<file path="config.mk">
export PLATFORM = sky130hd
export DESIGN_NAME = ctnsk_sqrt
export DESIGN_NICKNAME = d
export VERILOG_FILES = /design/src/hw/rtl/cosine_topk_neighbor_search_top_defines.svh /design/src/hw/rtl/ctnsk_pkg.sv /design/src/hw/rtl/ctnsk_sqrt.sv
export SDC_FILE = /design/constraint.sdc
export NUM_CORES = 1
export LEC_CHECK = 0
export BUFFER_PORTS_ARGS = -buffer_cell sky130_fd_sc_hd__buf_2
export CAP_MARGIN = 15
export CORE_MARGIN = 1.5
export CORE_UTILIZATION = 56
export DETAILED_ROUTE_END_ITERATION = 10
export PLACE_DENSITY_LB_ADDON = 0.12
export SYNTH_ARGS = -nofsm -noshare
export SYNTH_HDL_FRONTEND = slang
export SYNTH_SLANG_ARGS = --single-unit
export TNS_END_PERCENT = 30
</file>
<file path="constraint.sdc">
create_clock -name clk_i -period 10.55 [get_ports clk_i]
set_clock_uncertainty 0.1 [all_clocks]
set_input_delay 0.5275 -clock clk_i [delete_from_list [all_inputs] [get_ports clk_i]]
set_output_delay 0.5275 -clock clk_i [all_outputs]
set_load 0.05 [all_outputs]
</file>
<file path="src/hw/rtl/cosine_topk_neighbor_search_top_defines.svh">
// ---------------------------------------------------------------------------
// cosine top-k neighbor search assertion macros
// concurrent checks on clk_i and rst_ni, compiled out with ASSERT_OFF
// ---------------------------------------------------------------------------
`ifndef COSINE_TOPK_NEIGHBOR_SEARCH_TOP_DEFINES_SVH
`define COSINE_TOPK_NEIGHBOR_SEARCH_TOP_DEFINES_SVH
`ifndef ASSERT_OFF
`define CTNSK_ASSERT(lbl, prop) \
  lbl: assert property (@(posedge clk_i) disable iff (!rst_ni) (prop)) \
    else $error("ctnsk check failed");
`define CTNSK_ASSERT_IMPL(lbl, ante, cons) \
  lbl: assert property (@(posedge clk_i) disable iff (!rst_ni) (ante) |-> (cons)) \
    else $error("ctnsk check failed");
`else
`define CTNSK_ASSERT(lbl, prop)
`define CTNSK_ASSERT_IMPL(lbl, ante, cons)
`endif
`endif

</file>
<file path="src/hw/rtl/ctnsk_pkg.sv">
// ---------------------------------------------------------------------------
// ctnsk_pkg
// shared widths, codes and request types of the cosine top-k search
// ---------------------------------------------------------------------------
package ctnsk_pkg;

  localparam int ROW_W     = 10;
  localparam int COL_W     = 6;
  localparam int VAL_W     = 16;
  localparam int ROWS_MAX  = 1024;
  localparam int DIM_MAX   = 64;
  localparam int K_MAX     = 8;
  localparam int ADDR_W    = ROW_W + COL_W;
  localparam int TBL_DEPTH = ROWS_MAX * DIM_MAX;
  localparam int SQ_W      = 37;
  localparam int DOT_W     = 38;
  localparam int RAD_W     = SQ_W + 8;
  localparam int NORM_W    = 23;
  localparam int MUL_W     = 24;
  localparam int MULP_W    = 2 * MUL_W;
  localparam int DEN_W     = 46;
  localparam int QUO_W     = 15;
  localparam int REM_W     = DEN_W + QUO_W;
  localparam int SCORE_W   = 16;
  localparam int SCORE_ONE = 16384;
  localparam int CNT_W     = 4;
  localparam int RANK_W    = 3;
  localparam int VOC_W     = 11;
  localparam int DIM_W     = 7;
  localparam int K_W       = 4;
  localparam int CFG_W     = 11;
  localparam int CFG_IDX_W = 2;

  localparam logic FUNC_WRITE = 1'b0;
  localparam logic FUNC_QUERY = 1'b1;

  localparam logic [1:0] STAT_NEIGHBOR = 2'd0;
  localparam logic [1:0] STAT_NOVOCAB  = 2'd1;
  localparam logic [1:0] STAT_NONE     = 2'd2;

  localparam logic [CFG_IDX_W-1:0] CFG_VOCAB = 2'd0;
  localparam logic [CFG_IDX_W-1:0] CFG_DIM   = 2'd1;
  localparam logic [CFG_IDX_W-1:0] CFG_TOPK  = 2'd2;

  typedef struct packed {
    logic               func;
    logic [ROW_W-1:0]   row;
    logic [COL_W-1:0]   column;
    logic signed [VAL_W-1:0] value;
  } in_item_t;

  typedef struct packed {
    logic [1:0]         status;
    logic [RANK_W-1:0]  rank;
    logic [ROW_W-1:0]   neighbor_id;
    logic signed [SCORE_W-1:0] score;
    logic               last;
  } out_item_t;

  typedef enum logic [3:0] {
    ST_IDLE, ST_RD_Q, ST_RD_C, ST_MUL_SQ, ST_MUL_DOT, ST_ACC, ST_SQRT_GO,
    ST_SQRT_WAIT, ST_SEL, ST_DEN, ST_DIV_GO, ST_DIV_WAIT, ST_INSERT, ST_FIN,
    ST_EMIT
  } state_e;

endpackage

</file>
<file path="src/hw/rtl/ctnsk_sqrt.sv">
// ---------------------------------------------------------------------------
// ctnsk_sqrt
// iterative integer square root, one result bit per cycle
// ---------------------------------------------------------------------------
module ctnsk_sqrt (
  input  logic                         clk_i,
  input  logic                         rst_ni,
  input  logic                         start_i,
  input  logic [ctnsk_pkg::RAD_W-1:0]  rad_i,
  output logic                         done_o,
  output logic [ctnsk_pkg::NORM_W-1:0] root_o
);
  import ctnsk_pkg::*;

  localparam int TOP = (RAD_W - 1) - ((RAD_W - 1) % 2);

  logic             busy_q, done_q;
  logic [RAD_W-1:0] x_q, x_d, r_q, r_d, bit_q, trial;

  always_comb begin
    trial = r_q + bit_q;
    if (x_q >= trial) begin
      x_d = x_q - trial;
      r_d = (r_q >> 1) + bit_q;
    end else begin
      x_d = x_q;
      r_d = r_q >> 1;
    end
  end

  always_ff @(posedge clk_i or negedge rst_ni) begin
    if (!rst_ni) begin
      busy_q <= 1'b0;
      done_q <= 1'b0;
    end else begin
      done_q <= busy_q && bit_q[0];
      if (start_i) begin
        busy_q <= 1'b1;
      end else if (busy_q && bit_q[0]) begin
        busy_q <= 1'b0;
      end
    end
  end

  always_ff @(posedge clk_i) begin
    if (start_i) begin
      x_q   <= rad_i;
      r_q   <= '0;
      bit_q <= RAD_W'(1) << TOP;
    end else if (busy_q) begin
      x_q   <= x_d;
      r_q   <= r_d;
      bit_q <= bit_q >> 2;
    end
  end

  assign done_o = done_q;
  assign root_o = r_q[NORM_W-1:0];

endmodule

</file>
**Yosys cells after proc, flatten, opt, wreduce, memory -nomap -nowiden**

Index checks and enable logic that the tools add are counted.

- Register bits after elaboration: 115
- Input port bits: 48
- Output and inout port bits: 24
- Word-level logic and storage cells: 20

- $add $sub $neg: 3
- Magnitude comparators: 1
- Muxes and demuxes: 6
- Reduce and logical (&&, ||, !) cells: 5

Operators by type and width:

| operator | count |
|---|---|
| 45-bit 2-to-1 mux | 4 |
| 44-bit by 45-bit adder with 45-bit output | 1 |
| 45-bit adder | 1 |
| 45-bit >= comparator | 1 |
| 45-bit subtractor | 1 |
| 2-bit nonzero test | 3 |
| 1-bit 2-to-1 mux | 2 |
| 2-bit AND reduction | 1 |
| 1-bit logical AND | 1 |

**Logic depth before layout (Yosys ltp)**

- Depth after elaboration: 5
- Depth in mapped cells: 24
- Gate-level depth less buffers: 21

**Worst setup path before layout**

OpenSTA, ideal clock, no wires.

- Path kind: register to register
- From: reg r_q[2]
- To: reg x_q[0] (enable)
- Data arrival time: 7.409 ns
- Data required time: 9.940 ns
- Slack: 2.531 ns
- Cell stages (with the launch flop): 22
- Buffers on the path: 3
- Clock period less this slack: 8.019 ns
- Cell sequence: dfxtp_1 -> ha_1 -> a31oi_1 -> a211oi_1 -> a21bo_2 -> a211oi_1 -> o31ai_1 -> a31oi_1 -> nor2_1 -> nor2_1 -> xor2_1 -> ha_1 -> clkbuf_1 -> and3_1 -> nand2_1 -> nor3_1 -> a41oi_1 -> o21ai_0 -> nor2_2 -> buf_6 -> clkbuf_1 -> o21ai_0

- Cells in the longest elaborated chain, start to end: 4

RTL lines:

| what | RTL line | source |
|---|---|---|
| from (decl) | ctnsk_sqrt.sv:18 | `logic [RAD_W-1:0] x_q, x_d, r_q, r_d, bit_q, trial;` |
| from (signal assigned) | ctnsk_sqrt.sv:52 | `r_q <= r_d;` |
| 45-bit adder | ctnsk_sqrt.sv:21 | `trial = r_q + bit_q;` |
| 45-bit >= comparator | ctnsk_sqrt.sv:22 | `if (x_q >= trial) begin` |
| 2-bit nonzero test (no line) | n/a |  |
| 2-bit AND reduction (no line) | n/a |  |
| to (signal assigned) | ctnsk_sqrt.sv:47 | `x_q <= rad_i;` |
| to (decl) | ctnsk_sqrt.sv:18 |  |

No other way between the ends.
A chain may end at the register's enable or synchronous reset.

**Worst setup path in the final report**

- From: reg r_q[10]
- To: reg r_q[28]

- Cells in the longest elaborated chain, start to end: 3
- Elaborated cells between the ends (all ways): 4
- Classes of those cells: 2 x add/sub; 1 x order compare; 1 x mux

RTL lines:

| what | RTL line |
|---|---|
| 45-bit adder | ctnsk_sqrt.sv:21 |
| 45-bit >= comparator | ctnsk_sqrt.sv:22 |
| 45-bit 2-to-1 mux (*) | ctnsk_sqrt.sv:22 |

Every way passes the cells marked *; elsewhere a longest branch is shown, timed or not.

==> metrics.md <==
| Metric | Value |
|---|---|
| Flop and latch count out of synthesis | `between 100 and 150` |
| Min Tclk post-route | `6230 ps` |
| Yosys cell types | `between 70 and 80` |
| Clock transition at path regs | `60 ps` |
| Critical R2R Launch | `r_q[10]` |
| Fin cells | `1,558` |
| P&R area growth vs syn | `8.81%` |
| Post-CTS setup buffer count | `0` |
| Boundary Pins | `72` |
| FFs w/ async S/R, synth | `1.74%` |
| First-pass GRT wire length | `46,100 um` |
| Post-Syn Area | `0.0104 mm^2` |
| Core area | `0.0181 mm^2` |
| Drt first pass iters | `10` |
| Leak | `0.00472 uW` |
| Root Driver | `clkbuf_16` |
| Hold Path Class | `input port to flip-flop` |
| Core Util, Final | `62.7%` |
| Worst Tran Pin Value | `977 ps` |
| Placed instance count | `1,525` |
| CP Capture Type | `flip-flop` |
| Critical Path Start | `r_q[10]` |
| CTS tree | `built` |
| CTS H-tree lvls | `4` |
| Final Cell Area | `approximately 0.011 mm^2` |
| Clock buffer count from CTS | `17` |
| WHS | `278 ps` |
| Detailed placement HPWL | `around 20,000 um` |
| Die X-Extent | `139 um` |
| Sum Neg Setup Slack | `0 ps` |
| Worst setup SP type | `flip-flop` |
| Site Rows | `49` |
| # nets final | `1,456` |
| Seq. cell area | `0.00277 mm^2` |
| Post-synth EDFFs | `45` |
| Final period util | `around 59%` |
| Gr usage total | `approximately 30%` |
| DR vias/cell | `6.25` |
| Hold Fails Final Rpt | `0` |
| RSZ-0062 raised after global routing | `no` |
| DRT iter0 DRCs | `~680` |
| Setup Crit Path Kind | `flip-flop to flip-flop` |
| # hold bufs at CTS | `1` |
| Met1 usage | `around two fifths` |
| Via Count | `~9,700` |
| Antenna violations before repair | `0` |
| Synth Instances | `1,307` |
| DP Area | `0.0107 mm^2` |
| Share of post-route cells with drive strength above 1 | `10.8%` |
| Post-Route WL | `28,600 um` |
| Max_cap viols | `0` |
| Final antenna-violating net count | `0` |
| Total gr overflow | `0` |
| WL per Instance | `18.3 um` |
| Starting Density | `approximately 58%` |
| Sequential element share of the synthesized area | `26.5%` |
| Met3 Use GR | `4.58%` |
| DRC viols | `6` |
| Worst slew margin | `34.9%` |
| N_diodes | `0` |
| Die Height | `between 100 and 150 um` |
| Worst vdd ir | `143 uV` |
| Most used flip-flop cell after synthesis | `dfxtp_1` |
| Die area | `0.0194 mm^2` |
| Multi-input logic area | `0.00710 mm^2` |
| Failing checks | `DRC` |
| CP Data Required Time | `10,770 ps` |
| Grt peak-use layer | `met2` |
| Final Max Slew Viols | `0` |
| Post_cts resized | `0` |
| Hold wc startpoint | `rad_i[33]` |
| Largest net degree at the start of global routing | `92` |
| Mean post-synth cell area | `7.97 um^2` |
| Met2 GRT Util | `roughly half` |
| Vias in the first global route | `a little over 9,000` |
| YS warnings | `0` |
| Crit-path max FO | `23` |
| Crit path DAT | `6450 ps` |
| Clock Path Buffers | `2` |
| Number of fill cells | `1,625` |
| Status | `finished with violations` |
| Power Density | `268 mW/mm^2` |
| FMAX | `roughly 160 MHz` |
| Later-pin clock latency in the skew report | `about 430 ps` |
| Port Buffers | `71` |
| Clock Sinks | `115` |
| Setup violators final | `0` |
| Post-synthesis net count | `1,447` |
| GPL Wtd Cong | `0.916` |
## synth_stat cells, types with 9 or more instances
cell type	count	share of area (%)
o21ai_0	108	5.2
or3_1	10	0.60
a21o_1	35	2.5
clkbuf_1	57	2.1
nand4_1	19	1.1
nand2_1	135	4.9
a31oi_1	35	2.1
edfxtp_1	45	13
ha_1	91	11
dfxtp_1	68	13
inv_1	32	1.2
nor3_1	24	1.2
o21a_1	14	1.0
nand3_1	22	1.1
nor2b_1	11	0.66
a311oi_1	16	1.3
and3_1	10	0.60
o31ai_1	19	1.4
mux2i_1	35	3.4
o21bai_1	19	1.4
a21oi_1	90	4.3
nor2_1	137	4.9
buf_4	26	1.9
xor2_1	57	4.8
a211oi_1	23	1.7
o22ai_1	9	0.54
xnor2_1	41	3.4
## report_power, final
group	switching (uW)	internal, uW
clock	226	406
sequential	92.5	639
combinational	1030	647
## final timing paths
check / end / depth (start not counted) / slack [ps]
hold / removal: x_q[33] / 3 / 280
setup reg to reg: r_q[28] / 21 / 4320
min in group asynchronous: done_o / 2 / 340
hold reg to reg: r_q[0] / 2 / 420
setup / recovery: r_q[28] / 21 / 4320
max in group asynchronous: busy_q / 2 / 9880
## metrics by stage
| stage | total power (uW) | setup WS, ps |
|---|---|---|
| floorplan | 2030 | 2530 |
| global placement | 2360 | 4780 |
| detailed placement | 2380 | 4530 |
| CTS | 3020 | 4470 |
| global route | 3260 | 3980 |
| finish | 3040 | 4320 |
## sequential cells by signal, summed over array words and instances (netlist names)
signal / cells
r_q: 45
x_q: 45
bit_q: 23
busy_q: 1
done_o: 1
## final cells by class
| type | count | share of cell area [%] |
|---|---|---|
| Timing Repair Buffer | 80 | 3.77 |
| Multi-Input combinational cell | 1070 | 62.6 |
| Inverter | 32 | 1.06 |
| Clock inverter | 11 | 1.27 |
| Tap cell | 229 | 2.53 |
| Clock buffer | 21 | 4.35 |
| Sequential cell | 115 | 24.4 |
## layer usage
| layer | routed length, um | vias up |
|---|---|---|
| li1 | - | 4835 |
| met1 | 13000 | 4559 |
| met2 | 13400 | 300 |
| met3 | 1400 | 46 |
| met4 | 743 | 0 |
| met5 | 0 | - |
## critical path, stage by stage (launching register included)
cell	delay, ps
dfxtp_1	480
ha_1	320
and4_1	220
a21oi_1	280
a21bo_2	290
a211oi_1	690
o31ai_1	240
a31oi_1	290
nor2_1	60
nor2_1	110
xor2_1	110
ha_1	440
and3_1	260
nand2_1	120
nor3_1	310
a41oi_1	180
o21ai_1	130
buf_4	310
or2_1	410
buf_4	370
nor2_1	90
o32ai_1	280
## placed cells by master (no fill, tap or decap), types with 7 or more instances in the layout
master	n
nand3_1	22
a211oi_1	23
edfxtp_1	45
a31o_2	7
a21o_1	35
nor2_1	137
mux2i_1	35
inv_1	32
o21ai_0	106
a311oi_1	16
dfxtp_1	68
or3_1	10
buf_2	70
clkbuf_16	19
o31ai_1	19
xor2_1	57
nor2b_1	11
mux2_2	7
and3_1	10
a31oi_1	35
a21oi_1	90
o22ai_1	9
nand4_1	19
nor3_1	24
o21a_1	14
buf_4	9
ha_1	91
nand2_1	135
o21bai_1	19
xnor2_1	41
## cell families (layout without fill, tap and decap cells)
| group | count (synthesis) | count (layout) | share of synthesized area [%] |
|---|---|---|---|
| buffers and inverters | 122 | 144 | 5.45 |
| AO/OA/AOI/OAI | 431 | 431 | 26.9 |
| multiplexers | 42 | 42 | 4.12 |
| AND/OR/NAND/NOR | 407 | 407 | 17.7 |
| flip-flops | 115 | 115 | 26.5 |
| adder cells (fa/ha/maj) | 92 | 92 | 11.1 |
| XOR/XNOR | 98 | 98 | 8.24 |
Power figures use the tool's default switching activity.
