===== src/hw/rtl/cosine_topk_neighbor_search_top_defines.svh =====
// ---------------------------------------------------------------------------
// cosine top-k neighbor search assertion macros
// concurrent checks on clk_i and rst_ni, compiled out with ASSERT_OFF
// ---------------------------------------------------------------------------
`ifndef COSINE_TOPK_NEIGHBOR_SEARCH_TOP_DEFINES_SVH
`define COSINE_TOPK_NEIGHBOR_SEARCH_TOP_DEFINES_SVH
`ifndef ASSERT_OFF
`define CTNSK_ASSERT(lbl, prop) \
  lbl: assert property (@(posedge clk_i) disable iff (!rst_ni) (prop)) \
    else $error("ctnsk check failed");
`define CTNSK_ASSERT_IMPL(lbl, ante, cons) \
  lbl: assert property (@(posedge clk_i) disable iff (!rst_ni) (ante) |-> (cons)) \
    else $error("ctnsk check failed");
`else
`define CTNSK_ASSERT(lbl, prop)
`define CTNSK_ASSERT_IMPL(lbl, ante, cons)
`endif
`endif


===== src/hw/rtl/ctnsk_pkg.sv =====
// ---------------------------------------------------------------------------
// ctnsk_pkg
// shared widths, codes and request types of the cosine top-k search
// ---------------------------------------------------------------------------
package ctnsk_pkg;

  localparam int ROW_W     = 10;
  localparam int COL_W     = 6;
  localparam int VAL_W     = 16;
  localparam int ROWS_MAX  = 1024;
  localparam int DIM_MAX   = 64;
  localparam int K_MAX     = 8;
  localparam int ADDR_W    = ROW_W + COL_W;
  localparam int TBL_DEPTH = ROWS_MAX * DIM_MAX;
  localparam int SQ_W      = 37;
  localparam int DOT_W     = 38;
  localparam int RAD_W     = SQ_W + 8;
  localparam int NORM_W    = 23;
  localparam int MUL_W     = 24;
  localparam int MULP_W    = 2 * MUL_W;
  localparam int DEN_W     = 46;
  localparam int QUO_W     = 15;
  localparam int REM_W     = DEN_W + QUO_W;
  localparam int SCORE_W   = 16;
  localparam int SCORE_ONE = 16384;
  localparam int CNT_W     = 4;
  localparam int RANK_W    = 3;
  localparam int VOC_W     = 11;
  localparam int DIM_W     = 7;
  localparam int K_W       = 4;
  localparam int CFG_W     = 11;
  localparam int CFG_IDX_W = 2;

  localparam logic FUNC_WRITE = 1'b0;
  localparam logic FUNC_QUERY = 1'b1;

  localparam logic [1:0] STAT_NEIGHBOR = 2'd0;
  localparam logic [1:0] STAT_NOVOCAB  = 2'd1;
  localparam logic [1:0] STAT_NONE     = 2'd2;

  localparam logic [CFG_IDX_W-1:0] CFG_VOCAB = 2'd0;
  localparam logic [CFG_IDX_W-1:0] CFG_DIM   = 2'd1;
  localparam logic [CFG_IDX_W-1:0] CFG_TOPK  = 2'd2;

  typedef struct packed {
    logic               func;
    logic [ROW_W-1:0]   row;
    logic [COL_W-1:0]   column;
    logic signed [VAL_W-1:0] value;
  } in_item_t;

  typedef struct packed {
    logic [1:0]         status;
    logic [RANK_W-1:0]  rank;
    logic [ROW_W-1:0]   neighbor_id;
    logic signed [SCORE_W-1:0] score;
    logic               last;
  } out_item_t;

  typedef enum logic [3:0] {
    ST_IDLE, ST_RD_Q, ST_RD_C, ST_MUL_SQ, ST_MUL_DOT, ST_ACC, ST_SQRT_GO,
    ST_SQRT_WAIT, ST_SEL, ST_DEN, ST_DIV_GO, ST_DIV_WAIT, ST_INSERT, ST_FIN,
    ST_EMIT
  } state_e;

endpackage


===== src/hw/rtl/ctnsk_div.sv =====
// ---------------------------------------------------------------------------
// ctnsk_div
// restoring divider for the q1.14 score, one quotient bit per cycle
// ---------------------------------------------------------------------------
module ctnsk_div (
  input  logic                                clk_i,
  input  logic                                rst_ni,
  input  logic                                start_i,
  input  logic signed [ctnsk_pkg::DOT_W-1:0]  dot_i,
  input  logic [ctnsk_pkg::DEN_W-1:0]         den_i,
  output logic                                done_o,
  output logic signed [ctnsk_pkg::SCORE_W-1:0] score_o
);
  import ctnsk_pkg::*;

  logic             busy_q, done_q, neg_q, sat_q;
  logic [3:0]       step_q;
  logic [REM_W-1:0] rem_q, dsh_q, num;
  logic [QUO_W-1:0] quo_q, quo_c;
  logic [DOT_W-1:0] mag;
  logic             ge;

  assign mag = dot_i[DOT_W-1] ? DOT_W'(-dot_i) : DOT_W'(dot_i);
  assign num = {2'b00, mag[DOT_W-2:0], 22'd0};
  assign ge  = rem_q >= dsh_q;

  always_ff @(posedge clk_i or negedge rst_ni) begin
    if (!rst_ni) begin
      busy_q <= 1'b0;
      done_q <= 1'b0;
      step_q <= '0;
    end else begin
      done_q <= busy_q && (step_q == 4'd0);
      if (start_i) begin
        busy_q <= 1'b1;
        step_q <= 4'(QUO_W - 1);
      end else if (busy_q) begin
        if (step_q == 4'd0) begin
          busy_q <= 1'b0;
        end else begin
          step_q <= step_q - 4'd1;
        end
      end
    end
  end

  always_ff @(posedge clk_i) begin
    if (start_i) begin
      neg_q <= dot_i[DOT_W-1];
      sat_q <= num >= {den_i, 15'd0};
      rem_q <= num;
      dsh_q <= {1'b0, den_i, 14'd0};
      quo_q <= '0;
    end else if (busy_q) begin
      if (ge) begin
        rem_q <= rem_q - dsh_q;
      end
      quo_q <= {quo_q[QUO_W-2:0], ge};
      dsh_q <= dsh_q >> 1;
    end
  end

  // saturate to plus or minus one
  assign quo_c   = (sat_q || quo_q > QUO_W'(SCORE_ONE)) ? QUO_W'(SCORE_ONE) : quo_q;
  assign score_o = neg_q ? -$signed({1'b0, quo_c}) : $signed({1'b0, quo_c});
  assign done_o  = done_q;

endmodule


===== config.mk =====
export PLATFORM = sky130hd
export DESIGN_NAME = ctnsk_div
export DESIGN_NICKNAME = d
export VERILOG_FILES = /design/src/hw/rtl/cosine_topk_neighbor_search_top_defines.svh /design/src/hw/rtl/ctnsk_pkg.sv /design/src/hw/rtl/ctnsk_div.sv
export SDC_FILE = /design/constraint.sdc
export NUM_CORES = 1
export LEC_CHECK = 0
export ABC_AREA = 1
export BUFFER_PORTS_ARGS = -buffer_cell sky130_fd_sc_hd__buf_2
export CAP_MARGIN = 20
export CORE_MARGIN = 3
export CORE_UTILIZATION = 60
export DETAILED_ROUTE_END_ITERATION = 12
export PLACE_DENSITY_LB_ADDON = 0.2
export SLEW_MARGIN = 0
export SYNTH_ARGS = -nofsm -noshare
export SYNTH_HDL_FRONTEND = slang
export SYNTH_SLANG_ARGS = --single-unit

===== constraint.sdc =====
create_clock -name clk_i -period 5.8 [get_ports clk_i]
set_input_delay 0.58 -clock clk_i [delete_from_list [all_inputs] [get_ports clk_i]]
set_output_delay 0.58 -clock clk_i [all_outputs]
set_load 0.1 [all_outputs]

Word level (Yosys, flattened, before mapping)
Cells that the tools add are included.
{"block": "totals", "output_inout_bits": 17, "reg_bits": 144, "word_cells": 40, "inputBits": 87}
{"block": "op_classes", "reduce_logical": 8, "addsub": 4, "n_eq_ne": 1, "n_mux": 14, "magnitude_cmp": 3}
{"op": "$mux W59", "count": 3}
{"op": "$mux W60", "count": 2}
{"op": "$ge A59 B61 Y1", "count": 1}
{"op": "$ge A61 B60 Y1", "count": 1}
{"op": "$sub A61 B60 Y61", "count": 1}
{"op": "$mux W37", "count": 1}
{"op": "$neg A37 Y37", "count": 1}
{"op": "$mux W16", "count": 1}
{"op": "$neg A15 Y16", "count": 1}
{"op": "$gt A15 B15 Y1 const B", "count": 1}
{"op": "$mux W15", "count": 1}
{"op": "$mux W4", "count": 3}
{"op": "$reduce_and A2 Y1", "count": 3}
{"op": "$logic_not A4 Y1", "count": 1}
{"op": "$reduce_bool A2 Y1", "count": 2}
{"op": "$sub A4 B1 Y4 const B", "count": 1}
{"op": "$mux W1", "count": 3}
{"op": "$ne A2 B2 Y1 const B", "count": 1}
{"op": "$logic_and A1 B1 Y1", "count": 1}
{"op": "$logic_or A1 B1 Y1", "count": 1}

Depth between registers and ports, before layout
{"block": "logic_depth", "depth_word": 5, "depth_mapped": 19, "ltp_nobuf": 19}

Worst setup path before layout
No wires, ideal clock.
{"block": "synth_path", "path_type": "register to output", "startpoint": "register quo_q[3]", "endpoint": "output score_o[10] (netlist bit)", "arrival_ns": 4.496, "setup_slack_ns": 0.724, "path_buffers": 1, "required_time_ns": 5.220, "stages_incl_launch_ff": 16, "cell_sequence": "dfxtp_1 > nor2_1 > nand3_1 > nor2_1 > nand3_1 > nand2_1 > buf_2 > inv_1 > nor2_1 > inv_1 > ha_1 > inv_1 > a21oi_1 > nand3_1 > nand2_1 > xnor2_1"}
{"block": "synth_between", "elab_chain_len": 5}
{"element": "start: declaration", "line": "ctnsk_div.sv:19", "source": "logic [QUO_W-1:0] quo_q, quo_c;"}
{"element": "start signal: assignment", "line": "ctnsk_div.sv:58", "source": "quo_q <= {quo_q[QUO_W-2:0], ge};"}
{"element": "$gt A15 B15 Y1", "line": "ctnsk_div.sv:64", "source": "assign quo_c = (sat_q || quo_q > QUO_W'(SCORE_ONE)) ? QUO_W'(SCORE_ONE) : quo_q;"}
{"element": "$logic_or A1 B1 Y1", "line": "ctnsk_div.sv:64"}
{"element": "$mux W15 (*)", "line": "ctnsk_div.sv:64"}
{"element": "$neg A15 Y16", "line": "ctnsk_div.sv:65", "source": "assign score_o = neg_q ? -$signed({1'b0, quo_c}) : $signed({1'b0, quo_c});"}
{"element": "$mux W16 (*)", "line": "ctnsk_div.sv:65"}
{"element": "end: declaration", "line": "ctnsk_div.sv:12", "source": "output logic signed [ctnsk_pkg::SCORE_W-1:0] score_o"}
Mark *: on every way between the ends. The rest lies on a longest branch, timed or not.

Final worst setup path
{"block": "layout_path", "startpoint": "register sat_q", "endpoint": "output score_o[14] (netlist bit)"}
{"block": "layout_between", "elab_chain_len": 4}
{"element": "start: declaration", "line": "ctnsk_div.sv:16", "source": "logic busy_q, done_q, neg_q, sat_q;"}
{"element": "start signal: assignment", "line": "ctnsk_div.sv:50", "source": "sat_q <= num >= {den_i, 15'd0};"}
{"element": "$logic_or A1 B1 Y1 (*)", "line": "ctnsk_div.sv:64"}
{"element": "$mux W15 (*)", "line": "ctnsk_div.sv:64"}
{"element": "$neg A15 Y16", "line": "ctnsk_div.sv:65"}
{"element": "$mux W16 (*)", "line": "ctnsk_div.sv:65"}
Marks and branches as above.

==> reports/qor.yml <==
cts:
  insertion_delay_ns: 0.44
  root_buffer: "clkbuf_16"
  cts_buffers: 17
  cts_tree: "done"
  cts_setup_buffers: 0
  htree_levels: 4
  clk_pin_slew_ns: 0.06
  clk_path_buf_depth: 2
  cts_sinks: 144
drt:
  via_per_inst: 5.52
  drt-initial-drc-count: 1157
  wire_per_inst_um: 16.6
  drc_errors: 0
  antenna_left: 0
  num_vias: 13100
  dr.pass1.iters: 7
  wl_um: 39400
global_routing:
  grt_antenna_before_repair: 0
  grt_overflow: 0
  grt_pass1_wl_um: 62600
  grt_pass1_vias: 12400
  grt_max_degree: 70
  track_usage: 0.331
synthesis:
  syn_avg_cell_area_um2: 6.55
  synth-xor-area-share: 0.0504
  synth_area_um2: 13000
  async_reset_ff_frac: 0.0417
  synth_edf_count: 85
  yosysTopAreaCell: "edfxtp_1"
  ys_seq_elements: 144
  synth_compound_area_frac: 0.122
  synth_fp_nets: 2177
  synth-simple-area-share: 0.325
  synthMuxAreaShare: 0
  synth_flop_cell: "edfxtp_1"
  synth_top_family_by_area: "simple AND/OR/NAND/NOR gates"
  yosysUniqueCellTypes: 52
  yosys.cell_count.top_type: "nand2_1"
  syn-instance-count: 1989
  ys_seq_area_frac: 0.289
  netlist.area_leader.share: 0.196
  synth_commonest_cells: "nand2_1 (575), inv_1 (345), nor2_1 (198)"
  synth_area_leaders: "edfxtp_1 (20%), nand2_1 (17%), inv_1 (9.9%), ha_1 (9.6%), dfxtp_1 (8.1%)"
  synthAdderAreaFrac: 0.0976
  yosysWarnings: 0
cells_and_area:
  fin_nets: 2270
  fillers: 1948
  fin_cells: 2370
  syn2layout_area_growth_pct: 10.1
  antenna_cells: 0
  drive_gt1_frac: 0.0907
floorplanning:
  fp-row-count: 53
  ios: 104
  initial_core_util: 0.616
  fp.dieW_um: 153
  fp.dieH_um: 153
  coreArea_um2: 21200
  dieArea_um2: 23500
power:
  ir_drop_v: 0.000221
  fin_total_pwr_mw: 6.51
  power_density_nw_per_um2: 454
  power.leakage_nw: 7.18
run_status:
  status: "complete, no violations"
sta:
  rsz0062_at_grt: "no"
  fmax_mhz: 260
  skew_ns: 0.0120
  tightest_slew_ns: 0.917
  hold_viol: 0
  tns_ns: 0
  final.min_clock_period_ns: 3.85
  setup_viol: 0
  relSlewSlack: 0.387
  min_period_over_period: 0.664
  finalWorstSetupSlack_ns: 1.95
  slew_violations: 0
worst_setup_path:
  cp_cell_sequence: "nor3_1, nand3_1, nand2_1, inv_1, nor2_1, inv_1, ha_1, inv_1, a21oi_1, nand3_1, inv_1, nand2_1, nand2_1, nand2_1, nand2_1, inv_1, buf_2"
  crit_slowest_cell: "edfxtp_1"
  required_ns: 5.22
  arrival_ns: 3.27
  end_kind: "output port"
  crit_buf_inv: 6
  start_kind: "flop"
  critPathTopFamily: "simple AND/OR/NAND/NOR gates"
  crit_type: "reg2out"
  critical_path.max_fanout: 22
  cpPeakStageDelay_ns: 0.49
place:
  place_congestion: 1.03
  io_buffers: 103
  post-dp-hpwl_um: 32000
  dp_slack_ns: 1.97
  dp_cells: 2337
worst_hold_path:
  hp-class: "in2reg"
job:
  drv_cap: 0
## layout make-up
| cell class | count | area [µm²] | share of cell area |
|---|---|---|---|
| multi-input cells | 1452 | 7760 | 0.541 |
| flip-flops and latches | 144 | 3760 | 0.262 |
| inverters | 357 | 1350 | 0.0938 |
| repair buffers | 110 | 571 | 0.0398 |
| clock buffers | 18 | 429 | 0.0299 |
| well taps | 275 | 344 | 0.0240 |
| clock inverters | 14 | 130 | 0.00907 |
## worst register-to-register path, cell delays in order (launching register included)
cell,delay [ns]
edfxtp_1,0.32
inv_1,0.07
ha_1,0.39
nand2_1,0.15
inv_1,0.10
nand2_1,0.07
nor2_1,0.30
nand2_1,0.09
nor2_1,0.09
nand2_1,0.08
nand3_1,0.08
nor2_1,0.07
nand2_4,0.08
nand2_2,0.28
nand2_1,0.24
buf_4,0.46
## sequential cells by signal, indices dropped and copies added (netlist names)
name	cells
busy_q	1
neg_q	1
dsh_q	60
sat_q	1
done_o	1
rem_q	61
quo_q	15
step_q	4
## repair_timing
action	CTS	global route
hold buffers	1	0
hold endpoints to repair	6	0
setup endpoints to repair	0	0
resized for setup	0	0
## path summary, 6_finish.rpt
kind | start | endpoint | slack [ns] | cells after the start
worst max-delay path | sat_q | score_o[14] | 1.95 | 17
worst min-delay path | den_i[6] | dsh_q[20] | 0.45 | 3
worst max register to register | dsh_q[53] | rem_q[31] | 2.53 | 15
worst min register to register | rem_q[14] | rem_q[14] | 0.48 | 2
max in group asynchronous | rst_ni | done_o | 5.15 | 2
min in group asynchronous | rst_ni | step_q[1] | 0.50 | 2
## metal layers
layer | global-route usage | routed length (µm)
met5 | 0 | 0
met4 | 0.128 | 1390
met3 | 0.0589 | 3160
met2 | 0.548 | 18000
met1 | 0.434 | 16900
## cells in the final DEF, fill, tap and decap left out, types with 2 or more instances in the layout
| master | instances |
|---|---|
| clkinvlp_4 | 4 |
| o22ai_1 | 68 |
| nand2_4 | 2 |
| clkbuf_16 | 17 |
| nand2_2 | 8 |
| xor2_1 | 30 |
| or2_2 | 3 |
| o21bai_1 | 27 |
| and3_1 | 2 |
| a31oi_1 | 2 |
| dfxtp_1 | 53 |
| xnor2_1 | 45 |
| nand3_2 | 11 |
| nand3_1 | 116 |
| buf_2 | 103 |
| nor2_4 | 2 |
| o21ai_1 | 27 |
| inv_1 | 345 |
| nor2_2 | 12 |
| nand3b_1 | 20 |
| o221ai_1 | 2 |
| clkinv_1 | 2 |
| buf_4 | 6 |
| o21ai_0 | 48 |
| nand2_1 | 574 |
| dfrtp_1 | 6 |
| inv_6 | 7 |
| ha_1 | 100 |
| edfxtp_1 | 85 |
| nor3b_1 | 3 |
| nor2_1 | 198 |
| a21oi_1 | 90 |
| o21a_1 | 4 |
| o31ai_1 | 2 |
| nor4_1 | 2 |
| inv_2 | 10 |
| nand4_1 | 21 |
| nor3_1 | 21 |
## power by group
| part | switching, mW | total, mW | internal, mW | leakage (nW) |
|---|---|---|---|---|
| Sequential | 0.0808 | 1.44 | 1.36 | 1.41 |
| Clock | 0.473 | 1.07 | 0.596 | 0.262 |
| Combinational | 2.80 | 4.00 | 1.20 | 5.50 |
## cells by family after synthesis
logic type / after synthesis
AOI/OAI and AO/OA: 278
xor gates and xnor gates: 75
adders and majority gates: 101
buffers and inverters: 393
DFF: 144
and+or+nand+nor: 998
## per-stage QoR
stage / hold slack, ns / utilization / cell area [µm²]
floorplan: 0.284 / - / 13000
global placement: 0.406 / 0.651 / 13800
detailed placement: 0.409 / 0.651 / 13800
CTS: 0.439 / 0.678 / 14300
global route: 0.451 / 0.678 / 14300
finish: 0.451 / 0.678 / 14300
Power figures use the tool's default switching activity.
