<file path="config.mk">
export PLATFORM = sky130hd
export DESIGN_NAME = ctnsk_topk
export DESIGN_NICKNAME = d
export VERILOG_FILES = /design/src/hw/rtl/cosine_topk_neighbor_search_top_defines.svh /design/src/hw/rtl/ctnsk_pkg.sv /design/src/hw/rtl/ctnsk_topk.sv
export SDC_FILE = /design/constraint.sdc
export NUM_CORES = 1
export LEC_CHECK = 0
export BUFFER_PORTS_ARGS = -buffer_cell sky130_fd_sc_hd__clkbuf_2
export CAP_MARGIN = 25
export CORE_AREA = 2 2 151 153
export DETAILED_ROUTE_END_ITERATION = 10
export DIE_AREA = 0 0 153 155
export PLACE_DENSITY = 0.81
export SLEW_MARGIN = 20
export SYNTH_ARGS = -nofsm -noshare
export SYNTH_HDL_FRONTEND = slang
export SYNTH_SLANG_ARGS = --single-unit
</file>
<file path="constraint.sdc">
create_clock -name clk_i -period 4.5 [get_ports clk_i]
set_input_delay 0 -clock clk_i [delete_from_list [all_inputs] [get_ports clk_i]]
set_output_delay 0 -clock clk_i [all_outputs]
set_load 0.02 [all_outputs]
</file>
<file path="src/hw/rtl/cosine_topk_neighbor_search_top_defines.svh">
// ---------------------------------------------------------------------------
// cosine top-k neighbor search assertion macros
// concurrent checks on clk_i and rst_ni, compiled out with ASSERT_OFF
// ---------------------------------------------------------------------------
`ifndef COSINE_TOPK_NEIGHBOR_SEARCH_TOP_DEFINES_SVH
`define COSINE_TOPK_NEIGHBOR_SEARCH_TOP_DEFINES_SVH
`ifndef ASSERT_OFF
`define CTNSK_ASSERT(lbl, prop) \
  lbl: assert property (@(posedge clk_i) disable iff (!rst_ni) (prop)) \
    else $error("ctnsk check failed");
`define CTNSK_ASSERT_IMPL(lbl, ante, cons) \
  lbl: assert property (@(posedge clk_i) disable iff (!rst_ni) (ante) |-> (cons)) \
    else $error("ctnsk check failed");
`else
`define CTNSK_ASSERT(lbl, prop)
`define CTNSK_ASSERT_IMPL(lbl, ante, cons)
`endif
`endif

</file>
<file path="src/hw/rtl/ctnsk_pkg.sv">
// ---------------------------------------------------------------------------
// ctnsk_pkg
// shared widths, codes and request types of the cosine top-k search
// ---------------------------------------------------------------------------
package ctnsk_pkg;

  localparam int ROW_W     = 10;
  localparam int COL_W     = 6;
  localparam int VAL_W     = 16;
  localparam int ROWS_MAX  = 1024;
  localparam int DIM_MAX   = 64;
  localparam int K_MAX     = 8;
  localparam int ADDR_W    = ROW_W + COL_W;
  localparam int TBL_DEPTH = ROWS_MAX * DIM_MAX;
  localparam int SQ_W      = 37;
  localparam int DOT_W     = 38;
  localparam int RAD_W     = SQ_W + 8;
  localparam int NORM_W    = 23;
  localparam int MUL_W     = 24;
  localparam int MULP_W    = 2 * MUL_W;
  localparam int DEN_W     = 46;
  localparam int QUO_W     = 15;
  localparam int REM_W     = DEN_W + QUO_W;
  localparam int SCORE_W   = 16;
  localparam int SCORE_ONE = 16384;
  localparam int CNT_W     = 4;
  localparam int RANK_W    = 3;
  localparam int VOC_W     = 11;
  localparam int DIM_W     = 7;
  localparam int K_W       = 4;
  localparam int CFG_W     = 11;
  localparam int CFG_IDX_W = 2;

  localparam logic FUNC_WRITE = 1'b0;
  localparam logic FUNC_QUERY = 1'b1;

  localparam logic [1:0] STAT_NEIGHBOR = 2'd0;
  localparam logic [1:0] STAT_NOVOCAB  = 2'd1;
  localparam logic [1:0] STAT_NONE     = 2'd2;

  localparam logic [CFG_IDX_W-1:0] CFG_VOCAB = 2'd0;
  localparam logic [CFG_IDX_W-1:0] CFG_DIM   = 2'd1;
  localparam logic [CFG_IDX_W-1:0] CFG_TOPK  = 2'd2;

  typedef struct packed {
    logic               func;
    logic [ROW_W-1:0]   row;
    logic [COL_W-1:0]   column;
    logic signed [VAL_W-1:0] value;
  } in_item_t;

  typedef struct packed {
    logic [1:0]         status;
    logic [RANK_W-1:0]  rank;
    logic [ROW_W-1:0]   neighbor_id;
    logic signed [SCORE_W-1:0] score;
    logic               last;
  } out_item_t;

  typedef enum logic [3:0] {
    ST_IDLE, ST_RD_Q, ST_RD_C, ST_MUL_SQ, ST_MUL_DOT, ST_ACC, ST_SQRT_GO,
    ST_SQRT_WAIT, ST_SEL, ST_DEN, ST_DIV_GO, ST_DIV_WAIT, ST_INSERT, ST_FIN,
    ST_EMIT
  } state_e;

endpackage

</file>
<file path="src/hw/rtl/ctnsk_topk.sv">
// ---------------------------------------------------------------------------
// ctnsk_topk
// sorted best list, earlier entries win ties
// ---------------------------------------------------------------------------
module ctnsk_topk (
  input  logic                                 clk_i,
  input  logic                                 rst_ni,
  input  logic                                 clr_i,
  input  logic                                 ins_i,
  input  logic [ctnsk_pkg::K_W-1:0]            k_i,
  input  logic signed [ctnsk_pkg::SCORE_W-1:0] score_i,
  input  logic [ctnsk_pkg::ROW_W-1:0]          id_i,
  input  logic [ctnsk_pkg::RANK_W-1:0]         rd_idx_i,
  output logic [ctnsk_pkg::CNT_W-1:0]          cnt_o,
  output logic signed [ctnsk_pkg::SCORE_W-1:0] rd_score_o,
  output logic [ctnsk_pkg::ROW_W-1:0]          rd_id_o
);
  import ctnsk_pkg::*;

  logic signed [SCORE_W-1:0] score_q [K_MAX];
  logic [ROW_W-1:0]          id_q [K_MAX];
  logic [CNT_W-1:0]          cnt_q;
  logic [K_MAX-1:0]          hit;
  logic [RANK_W-1:0]         slot;
  logic                      found;

  always_comb begin
    slot  = '0;
    found = 1'b0;
    for (int j = 0; j < K_MAX; j++) begin
      hit[j] = (CNT_W'(j) < k_i) && ((CNT_W'(j) >= cnt_q) || (score_i > score_q[j]));
      if (hit[j] && !found) begin
        slot  = RANK_W'(j);
        found = 1'b1;
      end
    end
  end

  always_ff @(posedge clk_i or negedge rst_ni) begin
    if (!rst_ni) begin
      cnt_q <= '0;
    end else if (clr_i) begin
      cnt_q <= '0;
    end else if (ins_i && found && (cnt_q < k_i)) begin
      cnt_q <= cnt_q + CNT_W'(1);
    end
  end

  always_ff @(posedge clk_i) begin
    if (ins_i && found) begin
      for (int j = 0; j < K_MAX; j++) begin
        if (RANK_W'(j) == slot) begin
          score_q[j] <= score_i;
          id_q[j]    <= id_i;
        end else if (RANK_W'(j) > slot) begin
          score_q[j] <= score_q[(j > 0) ? j - 1 : 0];
          id_q[j]    <= id_q[(j > 0) ? j - 1 : 0];
        end
      end
    end
  end

  assign cnt_o      = cnt_q;
  assign rd_score_o = score_q[rd_idx_i];
  assign rd_id_o    = id_q[rd_idx_i];

endmodule

</file>
# Yosys cells after proc, flatten, opt, wreduce, memory -nomap -nowiden
# Memories as Yosys holds them, arrays and structs flattened.
# Index checks and enable logic that the tools add are counted.
[op_classes] mux=89 reduce_logical=34 eq_ne=7 addsub=1 n_bitwise=16 n_lt_le_gt_ge=33
[op_table] cell="greater-than comparator 16 bit" count=8
[op_table] cell="2-to-1 mux 16 bit" count=8
[op_table] cell="2-to-1 mux 10 bit" count=8
[op_table] cell="2-to-1 mux 1 bit" count=65
[op_table] cell="logical AND 1 bit" count=17
[op_table] cell="greater-or-equal comparator 3 x 4 -> 1 bit, first input constant" count=4
[op_table] cell="< comparator 3 x 4 -> 1 bit, first input constant" count=4
[op_table] cell="OR 1 bit" count=16
[op_table] cell="2-to-1 mux 3 bit" count=5
[op_table] cell="== test 3 bit, first input constant" count=4
[op_table] cell="greater-than comparator 3 bit, first input constant" count=4
[op_table] cell="greater-or-equal comparator 1 x 4 -> 1 bit, first input constant" count=2
[op_table] cell="greater-or-equal comparator 2 x 4 -> 1 bit, first input constant" count=2
[op_table] cell="logical OR 1 bit" count=8
[op_table] cell="< comparator 1 x 4 -> 1 bit, first input constant" count=2
[op_table] cell="< comparator 2 x 4 -> 1 bit, first input constant" count=2
[op_table] cell="2-to-1 mux 4 bit" count=2
[op_table] cell="zero test 1 bit" count=7
[op_table] cell="== test 2 x 3 -> 1 bit, first input constant" count=2
[op_table] cell="greater-than comparator 1 x 3 -> 1 bit, first input constant" count=2
[op_table] cell="greater-than comparator 2 x 3 -> 1 bit, first input constant" count=2
[op_table] cell="adder 4 x 1 -> 4 bit, second input constant" count=1
[op_table] cell="< comparator 4 bit" count=1
[op_table] cell="== test 1 x 3 -> 1 bit, first input constant" count=1
[op_table] cell="other kinds (3)" count=3
[totals] ram_bits=208 register_bits=4 output_inout_bits=30 memories=2
[memory_table] memory="score_q" words=8 width=16 read_ports=9 rd_ports_with_merged_regs=0 write_ports=8 line="ctnsk_topk.sv:20" rtl="logic signed [SCORE_W-1:0] score_q [K_MAX];"
[memory_table] memory="id_q" words=8 width=10 read_ports=8 rd_ports_with_merged_regs=0 write_ports=8 line="ctnsk_topk.sv:21" rtl="logic [ROW_W-1:0] id_q [K_MAX];"

# Logic depth before layout (Yosys ltp)
# Gate-level depths: netlist of the first run.
# An unclocked memory read counts as a cell.
[logic_depth] word_depth=32 depth_mapped=13 mapped_depth_nobuf=11

# Worst setup path before layout of the first run
# Ideal clock, no wire load.
[synth_timing] path_type="reg-to-reg" startpoint="mem score_q[4][15]" endpoint="mem id_q[7][0] (enable)" setup_slack_ps=767 t_arrival_ps=3308 stages_incl_launch_ff=11 cell_sequence="edfxtp_1 -> inv_1 -> ha_1 -> nand4_1 -> or4_4 -> a21oi_1 -> nor4_1 -> mux2i_1 -> nand4b_2 -> nor2_1 -> a31oi_1"
[synth_rtl] element="start, declared" line="ctnsk_topk.sv:20"
[synth_rtl] element="end, declared" line="ctnsk_topk.sv:21"

==> results of run 1 <==
## flip-flops by register name, summed over array words and instances, names as in the netlist
name     count
cnt_o        4
id_q        80
score_q    128
## layout make-up
cell class,instances,area [µm²]
Fill cell,1560,6700
Multi-Input combinational cell,721,6680
Sequential cell,212,6350
Timing Repair Buffer,118,868
Clock buffer,28,594
Inverter,142,533
Tap cell,285,357
Clock inverter,14,151
Antenna cell,2,5.00
## power breakdown
part           internal (µW)  total, µW  switching, µW
Clock                   1120       1920            806
Sequential              2370       2470            101
Combinational            464       1080            612
## worst reg2reg max path: stages (launching register included)
cell and delay [ns]:
edfxtp_1 0.41, inv_1 0.11, ha_1 0.24, a21o_1 0.18
a2111oi_0 0.61, o31ai_1 0.16, a211o_1 0.30, a32oi_1 0.20
nand2_1 0.27, nor2_1 0.25, a21o_1 0.50, inv_1 0.39
buf_12 0.28
## synth_stat cells (all sizes together), types with 6 or more instances
| cell type | instances |
|---|---|
| a21o | 17 |
| a21oi | 47 |
| a31oi | 10 |
| buf | 23 |
| clkbuf | 19 |
| edfxtp | 208 |
| ha | 134 |
| inv | 142 |
| mux2 | 150 |
| mux4 | 52 |
| nand2 | 86 |
| nand2b | 6 |
| nand3 | 18 |
| nand4 | 18 |
| nor2 | 29 |
| nor2b | 6 |
| nor3 | 9 |
| o21ai | 77 |
## logic make-up after synthesis
kind of cell / share of synthesized area, %
multiplexers: 21.0
buffers and inverters: 5.44
adder cells (fa/ha/maj): 12.2
AND/OR/NAND/NOR: 6.55
AO/OA/AOI/OAI: 8.56
flip-flops: 46.2
## per-stage QoR
stage / power [µW] / instances / hold slack (ns) / setup WS [ns] / cell area, µm²
after global routing: 5660 / 1522 / 0.0341 / 0.192 / 15500
after global placement: 3490 / 1451 / -0.190 / 0.652 / 14500
final: 5470 / 1522 / 0.0205 / 0.329 / 15500
after CTS: 5460 / 1520 / 0.00942 / 0.465 / 15500
after detailed placement: 3540 / 1451 / -0.191 / 0.488 / 14500
after floorplan: 3150 / 1117 / -0.296 / 0.767 / 13700
## path summary, 6_finish.rpt
path,start,to,slack (ns),depth (start not counted)
max,score_q[1][13],score_q[3][12],0.33,12
min,score_i[3],score_q[0][3],0.02,1
max reg2reg,score_q[1][13],score_q[3][12],0.33,12
min reg2reg,id_q[6][6],id_q[7][6],0.55,1
max in group asynchronous,rst_ni,cnt_o[0],3.93,3
min in group asynchronous,rst_ni,cnt_o[3],0.40,3
## routing by layer
metal  vias to the layer above  wire (µm)  GRT usage (%)  share of wire [%]
met2                       613      17000           49.7                 45
met3                       132       3920           6.32                 10
li1                       4408          -              -                  -
met1                      4917      14800           43.3                 39
met5                         -          0              0                  0
met4                         0       1810           14.9                4.8
==> impl_results.md, run 1 <==
* Core Box Area at 0.0222 mm²
* Final Wtd Congestion at 1.01
* Residual DRC at 0
* Area grow syn2layout at 13.2%
* Hpwl dp at 26100 µm
* Fmax at 240 MHz
* Fin. Hold Viols at 0
* Final #Nets at 1389
* Bufs on Longest Clock Path at 3
* FF+latch count, synth at 212
* Syn Nets at 1288
* Post-CTS Hold Buffers at 27
* Ys flop type: edfxtp_1
* Delay of the slowest cell on the worst path at 0.61 ns
* Seq/Total Area, Yosys at 46.2%
* Clock transition at the registers of the reported paths at 0.06 ns
* Post-synth EDFFs at 208
* Syn Area/Cell at 12.3 µm²
* Slowest CP cell: a2111oi_0
* Worst path cell trace: inv_1 -> ha_1 -> a21o_1 -> a2111oi_0 -> o31ai_1 -> a211o_1 -> a32oi_1 -> nand2_1 -> nor2_1 -> a21o_1 -> inv_1 -> buf_12
* Top cell type by total area after synthesis: edfxtp_1
* Final setup viols at 0
* Drt first-iter violations at 1150
* Startpoint types: flop
* PD cells at 352 mW/mm²
* First-pass GRT wire length at 57900 µm
* Final ANT Viol Nets at 0
* Global route overflow at 0
* Setup bufs post-CTS at 0
* I/O pins at 67
* Leakage power figure at 0.00645 µW
* Port bufs at 66
* Synth warn at 0
* Fin util at 69.9%
* Maximum VDD drop at 0.444 mV
* Clock Latency Late Sink at 0.52 ns
* Clk root buf: clkbuf_16
* Most frequent cells in the layout: edfxtp_1, inv_1, mux2_2
* CTS H-tree lvls at 1
* Min-Delay Path Class: in2reg
* Post-Syn Area at 0.0137 mm²
* Buf/Inv on CP at 3
* WL final at 37500 µm
* Crit path time final at 4.17 ns
* Fin. max-slew vios at 0
* Syn Inst Count at 1117
* Core Rows at 55
* CP endpoint kind: flop
* CTS Buf Count at 23
* PostCTS Resize Cnt at 0
* Clk sinks at 212
* Post-synth cell types at 58
* Worst-margin pin slew at 0.974 ns
* Crit Path Class: reg2reg
* All-Layer GR Usage at 31.8%
* Avg WL per Cell at 24.7 µm
* Setup_tns at 0 ns
* Outcome: finished clean
* Die footprint at 0.0237 mm²
* Arr. time, crit path at 4.45 ns
* Initial Util at 61.7%
* CP top delay family: compound AO/OA/AOI/OAI gates
* Vias in the first global route at 10.2k
* Post-synth ARST share at 1.89%
* CTS tree: built
* Crit path max fanout at 17
* Layout cells sized above 1 at 26.7%
* Max-cap violation count at 0
* Final period util at 92.7%
* Most common cell after layout, fill and taps aside: edfxtp_1
* RSZ-0062 raised after global routing: no
* Skew final at 0.0111 ns
* Die height at 155 µm
* DRT Pass-1 Iters at 6
* Post-synth top area share at 45.5%
* Die Span X at 153 µm
* Post-DR vias/cell at 6.62
* Initial antenna violation count at 2
* Via count at 10.1k
* Critical Path RT at 4.77 ns
* Relative slew slack at 35.1%
* Ranking of synthesized cells by area: edfxtp_1, ha_1, mux2_2
* Largest net degree at the start of global routing at 42
Power figures use the tool's default switching activity.
==> inputs of run 2 (changes only) <==
--- a/config.mk
+++ b/config.mk
@@ -5,7 +5,7 @@
 export SDC_FILE = /design/constraint.sdc
 export NUM_CORES = 1
 export LEC_CHECK = 0
-export BUFFER_PORTS_ARGS = -buffer_cell sky130_fd_sc_hd__clkbuf_2
+export BUFFER_PORTS_ARGS = -buffer_cell sky130_fd_sc_hd__buf_2
 export CAP_MARGIN = 25
 export CORE_AREA = 2 2 151 153
 export DETAILED_ROUTE_END_ITERATION = 10
==> impl_results.md, run 2 (synthesized netlist as in run 1, its figures left out) <==
* Outcome: finished clean (unchanged)
* Clk root buf: clkbuf_16 (unchanged)
* CTS Buf Count at 23 (unchanged)
* Setup_tns at 0 ns (unchanged)
* CP endpoint kind: flop (unchanged)
* First-pass GRT wire length at 57400 µm (was 57900 µm)
* NetSw at 1510 µW (was 1520 µW)
* Max-cap violation count at 0 (unchanged)
* Core Box Area at 0.0222 mm² (unchanged)
* Fmax at 235 MHz (was 240 MHz)
* Setup ws final at 0.238 ns (was 0.329 ns)
* Register share of total power at 44.7% (was 45.2%)
* PD cells at 354 mW/mm² (was 352 mW/mm²)
* Final period util at 94.7% (was 92.7%)
* WL final at 37500 µm (about the same)
* Switching share of power at 27.4% (was 27.8%)
* Skew final at 0.00986 ns (was 0.0111 ns)
* Final #Nets at 1394 (was 1389)
* Global route overflow at 0 (unchanged)
* Die Span X at 153 µm (unchanged)
* Drt first-iter violations at 1143 (was 1150)
* Clock transition at the registers of the reported paths at 0.06 ns (about the same)
* All-Layer GR Usage at 31.5% (was 31.8%)
* Die height at 155 µm (unchanged)
* Largest register FFs at 128 (unchanged)
* Setup bufs post-CTS at 0 (unchanged)
* Worst-margin pin slew at 0.897 ns (was 0.974 ns)
* Post-DR vias/cell at 6.63 (was 6.62)
* Post-DP Area at 0.0145 mm² (about the same)
* Crit path max fanout at 17 (unchanged)
* Most frequent cells in the layout: edfxtp_1, inv_1, mux2_2 (unchanged)
* Crit Path Class: reg2reg (unchanged)
* Fin. Hold Viols at 0 (unchanged)
* CTS H-tree lvls at 1 (unchanged)
* Place WS at 0.285 ns (was 0.488 ns)
* CTS tree: built (unchanged)
* Clk sinks at 212 (unchanged)
* Final Wtd Congestion at 1.03 (was 1.01)
* Leakage power figure at 0.00647 µW (was 0.00645 µW)
* Relative slew slack at 39.6% (was 35.1%)
* Port bufs at 66 (unchanged)
* Hpwl dp at 26200 µm (was 26100 µm)
* Clock Latency Late Sink at 0.53 ns (was 0.52 ns)
* Via count at 10.1k (about the same)
* Min-Delay Path Class: in2reg (unchanged)
* Layout cells sized above 1 at 26.5% (was 26.7%)
* Crit path time final at 4.26 ns (was 4.17 ns)
* Residual DRC at 0 (unchanged)
* I/O pins at 67 (unchanged)
* Final setup viols at 0 (unchanged)
* Largest net degree at the start of global routing at 42 (unchanged)
* Combinational power share at 19.5% (was 19.7%)
* Maximum VDD drop at 0.329 mV (was 0.444 mV)
* Clock share of power at 35.8% (was 35.1%)
* P_int at 4010 µW (was 3950 µW)
* Avg WL per Cell at 24.6 µm (was 24.7 µm)
* Arr. time, crit path at 4.54 ns (was 4.45 ns)
* Bufs on Longest Clock Path at 3 (unchanged)
* Initial Util at 61.7% (unchanged)
* Die footprint at 0.0237 mm² (unchanged)
* Critical Path RT at 4.78 ns (was 4.77 ns)
* Fin util at 70.2% (was 69.9%)
* DRT Pass-1 Iters at 6 (unchanged)
* Post-route cell area at 0.0156 mm² (was 0.0155 mm²)
* Most common cell after layout, fill and taps aside: edfxtp_1 (unchanged)
* Final ANT Viol Nets at 0 (unchanged)
* Area grow syn2layout at 13.6% (was 13.2%)
* Fin. max-slew vios at 0 (unchanged)
* Initial antenna violation count at 1 (was 2)
* Vias in the first global route at 9925 (was 10.2k)
* Largest reg by FF count: score_q (unchanged)
* RSZ-0062 raised after global routing: no (unchanged)
* Core Rows at 55 (unchanged)
* Startpoint types: flop (unchanged)
* Total Power at 5530 µW (was 5470 µW)
==> run 2: cell types whose count changed in the layout (fill, tap and decap cells not counted), sizes merged, moves of 2 or more <==
cell	delta
clkinvlp	-2
buf	+68
dlygate4sd3	+2
clkbuf	-63
==> run 2: area by class of cell <==
type                       instances  area (µm²)
timing repair buffer             123         908
antenna                            1        2.50
clock buffer                      30         602
sequential                       212        6350
multi-input combinational        721        6680
tap                              285         357
inverter                         142         533
clock inverter                    12         170
fill                            1510        6630
==> run 2: path summary, 6_finish.rpt <==
kind	start	to	slack, ns	cells after the start
worst max-delay path	score_q[1][13]	id_q[3][6]	0.24	12
worst min-delay path	ins_i	cnt_o[1]	0.03	4
worst max register to register	score_q[1][13]	id_q[3][6]	0.24	12
worst min register to register	id_q[6][6]	id_q[7][6]	0.56	1
max in group asynchronous	rst_ni	cnt_o[3]	3.95	3
min in group asynchronous	rst_ni	cnt_o[0]	0.38	3
==> run 2: what timing repair did <==
| item | in CTS | in global routing |
|---|---|---|
| endpoints found under the setup margin | 0 | 17 |
| hold buffers | 29 | 0 |
| hold endpoints to repair | 110 | 0 |
| resized for setup | 0 | 1 |
==> run 2: stage by stage <==
stage | std cells | hold slack, ns
after global routing | 1526 | 0.0631
after CTS | 1525 | 0.00284
after floorplan | 1117 | -0.296
after detailed placement | 1454 | -0.188
final | 1526 | 0.0311
after global placement | 1453 | -0.191
==> run 2: metal layers <==
layer / vias up / GRT usage (%) / routed length (µm)
met3: 106 / 5.35 / 3990
li1: 4414 / - / -
met5: - / 0 / 0
met1: 4953 / 44.6 / 15000
met4: 0 / 12.0 / 1460
met2: 642 / 49.4 / 17100
==> run 2: worst max-delay path, cell delays in order (launching register included) <==
cell       delay, ns
edfxtp_1        0.43
inv_1           0.13
ha_1            0.26
a21o_1          0.18
a2111oi_1       0.64
o31ai_1         0.17
a211o_1         0.34
a32oi_1         0.20
nand2_1         0.26
nor2_1          0.22
a21o_1          0.49
inv_1           0.39
buf_12          0.28
==> run 2: power by group through the flow <==
stage	clock, µW	sequential (µW)	combinational [µW]
6_report	1980	2470	1080
5_1_grt	2070	2480	1170
4_1_cts	1990	2460	1060
3_5_place_dp	0	2500	1040
3_3_place_gp	0	2490	1000
2_1_floorplan	0	2460	692
